File: src/rtl/deq_pkg.sv
// ----------------------------------------------------------------------------
// deq_pkg
// Shared types, operation and status codes for the double-ended queue.
// ----------------------------------------------------------------------------
package deq_pkg;

   localparam int DEFAULT_DEPTH = 8;
   localparam int DATA_W        = 32;
   localparam int OP_W          = 2;
   localparam int STATUS_W      = 2;
   localparam int FILL_W        = 4;

   // operation codes
   localparam logic [OP_W-1:0] OP_PUSH_FRONT = 2'd0;
   localparam logic [OP_W-1:0] OP_POP_FRONT  = 2'd1;
   localparam logic [OP_W-1:0] OP_PUSH_REAR  = 2'd2;
   localparam logic [OP_W-1:0] OP_POP_REAR   = 2'd3;

   // status codes
   localparam logic [STATUS_W-1:0] ST_DONE  = 2'd0;
   localparam logic [STATUS_W-1:0] ST_FULL  = 2'd1;
   localparam logic [STATUS_W-1:0] ST_EMPTY = 2'd2;

   typedef struct packed {
      logic [OP_W-1:0]          op;
      logic signed [DATA_W-1:0] value;
   } req_type;

   typedef struct packed {
      logic signed [DATA_W-1:0] data_out;
      logic [STATUS_W-1:0]      status;
      logic                     is_full;
      logic                     is_empty;
      logic [FILL_W-1:0]        fill_count;
   } rsp_type;

   // memory port strobes from the pointer logic
   typedef struct packed {
      logic wr_en;
      logic rd_en;
   } mem_ctl_type;

   // per-item result fields known at accept time
   typedef struct packed {
      logic                pop_ok;
      logic [STATUS_W-1:0] status;
      logic                is_full;
      logic                is_empty;
      logic [FILL_W-1:0]   fill_count;
   } meta_type;

endpackage

File: src/rtl/deq_store.sv
// ----------------------------------------------------------------------------
// deq_store
// Slot memory: one write port, one read port with registered read data.
// ----------------------------------------------------------------------------
module deq_store #(
   parameter int DEPTH = deq_pkg::DEFAULT_DEPTH,
   parameter int IW    = $clog2(DEPTH)
) (
   input  logic                             clock,
   input  deq_pkg::mem_ctl_type             mem_ctl,
   input  logic [IW-1:0]                    addr,
   input  logic signed [deq_pkg::DATA_W-1:0] wr_data,
   output logic signed [deq_pkg::DATA_W-1:0] rd_data
);

   logic signed [deq_pkg::DATA_W-1:0] mem [DEPTH];
   logic signed [deq_pkg::DATA_W-1:0] rd_data_ff;

   always_ff @(posedge clock) begin
      if (mem_ctl.wr_en) begin
         mem[addr] <= wr_data;
      end
   end

   // hold the read word until the next read
   always_ff @(posedge clock) begin
      if (mem_ctl.rd_en) begin
         rd_data_ff <= mem[addr];
      end
   end

   assign rd_data = rd_data_ff;

endmodule

File: src/rtl/deq_ctrl.sv
// ----------------------------------------------------------------------------
// deq_ctrl
// Head, tail and count registers; decode the operation into a memory access.
// ----------------------------------------------------------------------------
module deq_ctrl #(
   parameter int DEPTH = deq_pkg::DEFAULT_DEPTH,
   parameter int IW    = $clog2(DEPTH),
   parameter int CW    = $clog2(DEPTH + 1)
) (
   input  logic                 clock,
   input  logic                 reset,
   input  logic                 req_fire,
   input  deq_pkg::req_type     req_item,
   output deq_pkg::mem_ctl_type mem_ctl,
   output logic [IW-1:0]        addr,
   output deq_pkg::meta_type    meta
);

   localparam logic [IW-1:0] LAST_IDX = IW'(DEPTH - 1);
   localparam logic [CW-1:0] FULL_CNT = CW'(DEPTH);

   logic [IW-1:0] head_ff, head_in;
   logic [IW-1:0] tail_ff, tail_in;
   logic [CW-1:0] count_ff, count_in;
   logic          full;
   logic          empty;
   logic [IW-1:0] head_next, head_prev, tail_next, tail_prev;

   assign full  = (count_ff == FULL_CNT);
   assign empty = (count_ff == '0);

   assign head_next = (head_ff == LAST_IDX) ? '0 : head_ff + IW'(1);
   assign head_prev = (head_ff == '0) ? LAST_IDX : head_ff - IW'(1);
   assign tail_next = (tail_ff == LAST_IDX) ? '0 : tail_ff + IW'(1);
   assign tail_prev = (tail_ff == '0) ? LAST_IDX : tail_ff - IW'(1);

   always_comb begin
      head_in       = head_ff;
      tail_in       = tail_ff;
      count_in      = count_ff;
      mem_ctl       = '0;
      addr          = head_ff;
      meta          = '0;
      meta.status   = deq_pkg::ST_DONE;
      unique case (req_item.op)
         deq_pkg::OP_PUSH_FRONT: begin
            addr = head_prev;
            if (full) begin
               meta.status = deq_pkg::ST_FULL;
            end else begin
               head_in       = head_prev;
               count_in      = count_ff + CW'(1);
               mem_ctl.wr_en = req_fire;
            end
         end
         deq_pkg::OP_POP_FRONT: begin
            addr = head_ff;
            if (empty) begin
               meta.status = deq_pkg::ST_EMPTY;
            end else begin
               head_in       = head_next;
               count_in      = count_ff - CW'(1);
               mem_ctl.rd_en = req_fire;
               meta.pop_ok   = 1'b1;
            end
         end
         deq_pkg::OP_PUSH_REAR: begin
            addr = tail_ff;
            if (full) begin
               meta.status = deq_pkg::ST_FULL;
            end else begin
               tail_in       = tail_next;
               count_in      = count_ff + CW'(1);
               mem_ctl.wr_en = req_fire;
            end
         end
         deq_pkg::OP_POP_REAR: begin
            addr = tail_prev;
            if (empty) begin
               meta.status = deq_pkg::ST_EMPTY;
            end else begin
               tail_in       = tail_prev;
               count_in      = count_ff - CW'(1);
               mem_ctl.rd_en = req_fire;
               meta.pop_ok   = 1'b1;
            end
         end
         default: begin
            meta.status = deq_pkg::ST_DONE;
         end
      endcase
      meta.is_full    = (count_in == FULL_CNT);
      meta.is_empty   = (count_in == '0);
      meta.fill_count = deq_pkg::FILL_W'(count_in);
   end

   // advance pointers only on an accepted item
   always_ff @(posedge clock) begin
      if (reset) begin
         head_ff  <= '0;
         tail_ff  <= '0;
         count_ff <= '0;
      end else if (req_fire) begin
         head_ff  <= head_in;
         tail_ff  <= tail_in;
         count_ff <= count_in;
      end
   end

   a_count_bound: assert property (@(posedge clock) disable iff (reset)
      count_ff <= FULL_CNT)
      else $error("word count exceeds depth");

   a_full_reject: assert property (@(posedge clock) disable iff (reset)
      req_fire && meta.status == deq_pkg::ST_FULL |=> $stable(count_ff))
      else $error("rejected push changed the count");

   a_one_access: assert property (@(posedge clock) disable iff (reset)
      !(mem_ctl.wr_en && mem_ctl.rd_en))
      else $error("read and write issued together");

endmodule

File: src/rtl/double_ended_queue.sv
// ----------------------------------------------------------------------------
// double_ended_queue
// Circular double-ended queue of signed 32-bit words held in a slot memory.
// ----------------------------------------------------------------------------
// Usage:
//   req channel carries one item: an op (push front, pop front, push rear,
//   pop rear) and a value used by pushes. rsp channel returns one item per
//   request: the popped word (zero for pushes and rejected pops), a status
//   (done, full, empty) and the full/empty flags and fill count after the op.
//   The result is registered: it appears in the cycle after the request is
//   accepted, with the pop word from the slot memory's registered read port.
//   Throughput: one item per cycle while the result side keeps taking them.
//   Stall: a result waits in the output stage while rsp_ready is low; the
//   pop word stays in the memory read register and no new request is taken
//   until the waiting result leaves (req_ready = no result held or it is
//   being taken this cycle).
//   Reset: head, tail and count go to zero and the output stage empties.
//   Slot contents are not cleared; pops only read slots that pushes wrote.
//   DEPTH sets the capacity (2 to 1024); fill_count reports the low 4 bits.
// ----------------------------------------------------------------------------
module double_ended_queue #(
   parameter int DEPTH = deq_pkg::DEFAULT_DEPTH
) (
   input  logic             clock,
   input  logic             reset,
   input  logic             req_valid,
   output logic             req_ready,
   input  deq_pkg::req_type req_data,
   output logic             rsp_valid,
   input  logic             rsp_ready,
   output deq_pkg::rsp_type rsp_data
);

   localparam int IW = $clog2(DEPTH);
   localparam int CW = $clog2(DEPTH + 1);

   logic                              req_fire;
   deq_pkg::mem_ctl_type              mem_ctl;
   logic [IW-1:0]                     addr;
   deq_pkg::meta_type                 meta;
   logic signed [deq_pkg::DATA_W-1:0] rd_data;

   logic              rsp_valid_ff, rsp_valid_in;
   deq_pkg::meta_type meta_ff;

   // take a new item when the output stage is free or draining
   assign req_ready = !rsp_valid_ff || rsp_ready;
   assign req_fire  = req_valid && req_ready;

   deq_ctrl #(
      .DEPTH (DEPTH),
      .IW    (IW),
      .CW    (CW)
   ) u_ctrl (
      .clock    (clock),
      .reset    (reset),
      .req_fire (req_fire),
      .req_item (req_data),
      .mem_ctl  (mem_ctl),
      .addr     (addr),
      .meta     (meta)
   );

   deq_store #(
      .DEPTH (DEPTH),
      .IW    (IW)
   ) u_store (
      .clock   (clock),
      .mem_ctl (mem_ctl),
      .addr    (addr),
      .wr_data (req_data.value),
      .rd_data (rd_data)
   );

   // output stage: hold until taken, reload on each accepted item
   always_comb begin
      rsp_valid_in = rsp_valid_ff;
      if (req_fire) begin
         rsp_valid_in = 1'b1;
      end else if (rsp_ready) begin
         rsp_valid_in = 1'b0;
      end
   end

   always_ff @(posedge clock) begin
      if (reset) begin
         rsp_valid_ff <= 1'b0;
      end else begin
         rsp_valid_ff <= rsp_valid_in;
      end
   end

   always_ff @(posedge clock) begin
      if (req_fire) begin
         meta_ff <= meta;
      end
   end

   assign rsp_valid           = rsp_valid_ff;
   assign rsp_data.data_out   = meta_ff.pop_ok ? rd_data : '0;
   assign rsp_data.status     = meta_ff.status;
   assign rsp_data.is_full    = meta_ff.is_full;
   assign rsp_data.is_empty   = meta_ff.is_empty;
   assign rsp_data.fill_count = meta_ff.fill_count;

   a_result_follows: assert property (@(posedge clock) disable iff (reset)
      req_valid && req_ready |=> rsp_valid)
      else $error("accepted item produced no result");

   a_flags_exclusive: assert property (@(posedge clock) disable iff (reset)
      rsp_valid |-> !(rsp_data.is_full && rsp_data.is_empty))
      else $error("queue reported full and empty together");

   a_reject_zero: assert property (@(posedge clock) disable iff (reset)
      rsp_valid && rsp_data.status != deq_pkg::ST_DONE |-> rsp_data.data_out == '0)
      else $error("rejected operation returned nonzero data");

endmodule

File: config.mk
export PLATFORM = sky130hd
export DESIGN_NAME = double_ended_queue
export DESIGN_NICKNAME = d
export VERILOG_FILES = /design/src/rtl/deq_pkg.sv /design/src/rtl/deq_store.sv /design/src/rtl/deq_ctrl.sv /design/src/rtl/double_ended_queue.sv
export SDC_FILE = /design/constraint.sdc
export NUM_CORES = 1
export LEC_CHECK = 0
export ABC_AREA = 1
export BUFFER_PORTS_ARGS = -buffer_cell sky130_fd_sc_hd__buf_2
export CAP_MARGIN = 20
export CORE_MARGIN = 2
export CORE_UTILIZATION = 45
export CTS_BUF_LIST = sky130_fd_sc_hd__clkbuf_8
export DETAILED_ROUTE_END_ITERATION = 8
export GPL_TIMING_DRIVEN = 0
export HOLD_SLACK_MARGIN = 0.05
export PLACE_DENSITY_LB_ADDON = 0.2
export SYNTH_ARGS = -nofsm -noshare
export SYNTH_HDL_FRONTEND = slang
export SYNTH_SLANG_ARGS = --single-unit
File: constraint.sdc
create_clock -name clock -period 4.8 [get_ports clock]
set_input_delay 0.48 -clock clock [delete_from_list [all_inputs] [get_ports clock]]
set_output_delay 0.48 -clock clock [all_outputs]
set_load 0.05 [all_outputs]
==> metrics <==
outcome finished, final reports clean; total gr overflow 0; Critical Path End Type flop; first-pass GRT wire length approximately 48 mm; Detailed Routing Iterations Pass 1 7; met1 GRT Util 0.266; Synthesis Warnings 0; Die Ht approximately 180 um; met3 Resource Use GR 0.0338; Final HPWL DP 19.7 mm; cell row count 62; clk sinks 308; Mapped Nets 1313; cells after synthesis 1265; Startpoint Class flop; Clock Path Buffers 3; Final ANT Viol Nets 0; Setup Total Neg Slack 0 ps; area of the core 0.0289 mm^2; 1st-iter DRT viols 604; Cell Area, Synth about 0.013 mm^2; EDFF count, synth 297; critical path class flop to flop; Worst Tran Pin Value about 770 ps; final std cells w/o fill around 1800; final WL around 31 mm; Lkg Pwr 0.00676 uW; Post-synth top flop edfxtp_1; finished layout cell area 0.0154 mm^2; Skew-Pair Late Insertion Delay between 500 and 600 ps; # port buffers 77; I/O pins 80; Seq cells post-synth 308; Synth async-reset ratio 0; Fillers 2605; post-CTS setup buffer count 0; vias post-DR 8906; largest net degree at the start of global routing 28; # DRC 0; post-cts hold buffer count 0; RSZ-0062 raised after global routing false; Root Driver clkbuf_8; vias in the first global route 8630; critical path required time 5070 ps; synth-to-layout area growth 15.7%; Clock transition at path regs 60 ps; Final Hold Vio Count 0; Period Utilization, post-route 0.663; minimum clock period 3180 ps; gr usage total 0.203; Register Area 0.00914 mm^2; Most Used Layer, Global Route met2; Slew HR 0.486; gpl congestion 0.799; Worst VDD drop ~0.21 mV; most frequent cells in the layout nand2_1 (542), edfxtp_1 (297), inv_1 (148); multi-input logic area ~0.0033 mm^2; Min-Delay Path Class input pin to flop; die area 0.0310 mm^2; vias per inst 4.86; Final nets between 1000 and 1500; Max Cap Viol 0; sequential area share after synthesis 0.687; chip width 176 um; Pwr Density 397 mW/mm^2; Setup-failing EPs final 0; cts repair resizes 0; CTS H-tree lvls 2; CTS tree done; placed cell areas 0.0145 mm^2; share of cells above drive strength 1 0.163; most common cell after layout, fill and taps aside nand2_1; fmax 0.314 GHz; Max Slew Vio Count 0; wire length per cell around 17 um; Initial Util 0.460; WHS 128 ps; syn avg cell area around 11 um^2; Synth cell types 27; Num CTS Buffers 52; WP data arrival 3450 ps; crit path max fanout 17; clk_skew approximately 26 ps; met2 Track Usage GR 0.350; Placed Cells 1735; initial antenna violation count 1
==> critical path, stage by stage, from the launching register on <==
cell and delay (ps):
dfxtp_1 360, inv_1 100, ha_1 160, ha_1 140
inv_1 50, nand2_1 50, nand2_1 80, nand3_2 150
buf_4 210, buf_2 310, nand3_1 370, nor2_4 640
buf_16 240
==> per-stage QoR <==
step	util	setup WS (ps)	total power [uW]
global route	0.532	1420	6410
CTS	0.532	1630	6180
floorplan	-	1400	3760
detailed placement	0.500	1660	4070
global placement	0.490	-430	4040
finish	0.532	1620	6120
==> logic make-up (layout without fill, tap and decap cells) <==
logic type | count (synthesis) | after routing | synth area share
flip-flops | 308 | 308 | 0.687
adder cells (fa/ha/maj) | 10 | 10 | 0.00940
AO/OA/AOI/OAI | 27 | 27 | 0.0108
other | 0 | 1 | 0
XOR/XNOR | 3 | 3 | 0.00198
AND/OR/NAND/NOR | 719 | 719 | 0.223
buffers and inverters | 198 | 379 | 0.0677
==> where the power goes <==
part / switching, uW / internal [uW]
logic: 662 / 261
clock network: 1010 / 1090
registers: 25.2 / 3060
==> routing by layer <==
layer / routed length, um / share of wire
met1: 13200 / 0.43
met2: 15100 / 0.49
met3: 1750 / 0.057
met4: 569 / 0.019
met5: 0 / 0
==> cells in the mapped netlist, types with 3 or more instances <==
library cell / instances / area (um^2)
a21oi_1: 11 / 55.1
buf_2: 34 / 170
buf_4: 26 / 195
clkbuf_1: 5 / 18.8
dfxtp_1: 11 / 220
edfxtp_1: 297 / 8920
ha_1: 10 / 125
inv_1: 125 / 469
inv_2: 5 / 18.8
nand2_1: 542 / 2030
nand3_1: 141 / 706
nor2_1: 19 / 71.3
nor2_4: 5 / 56.3
o21ai_0: 14 / 70.1
xor2_1: 3 / 26.3
==> final timing paths <==
check / start / end / slack [ps] / cells past startpoint
max: u_ctrl.tail_ff[0]$_SDFFE_PP0P_ / u_store.mem[3][20]$_DFFE_PP_ / 1620 / 12
min: reset / rsp_valid$_SDFFE_PP0P_ / 130 / 2
min reg2reg: u_ctrl.tail_ff[1]$_SDFFE_PP0P_ / u_ctrl.tail_ff[1]$_SDFFE_PP0P_ / 510 / 2
max reg2reg: u_ctrl.tail_ff[0]$_SDFFE_PP0P_ / u_store.mem[3][20]$_DFFE_PP_ / 1620 / 12
==> layout make-up <==
| class | instances | share of cell area |
|---|---|---|
| sequential | 308 | 0.594 |
| multi-input combinational | 759 | 0.217 |
| clock buffer | 54 | 0.0483 |
| timing repair buffer | 86 | 0.0392 |
| inverter | 131 | 0.0321 |
| tap | 384 | 0.0312 |
| buffer | 67 | 0.0264 |
| clock inverter | 41 | 0.0124 |
| antenna | 1 | 0.000163 |
==> flip-flops by register name (all words and copies together) (netlist names) <==
signal and flops:
rsp_valid 1, u_store.rd_data 32, rsp_data 8, u_ctrl.tail_ff 3, u_ctrl.count_ff 4, u_store.mem 256
u_ctrl.head_ff 3, meta_ff 1
No activity file was read; power rests on OpenSTA's default activity.
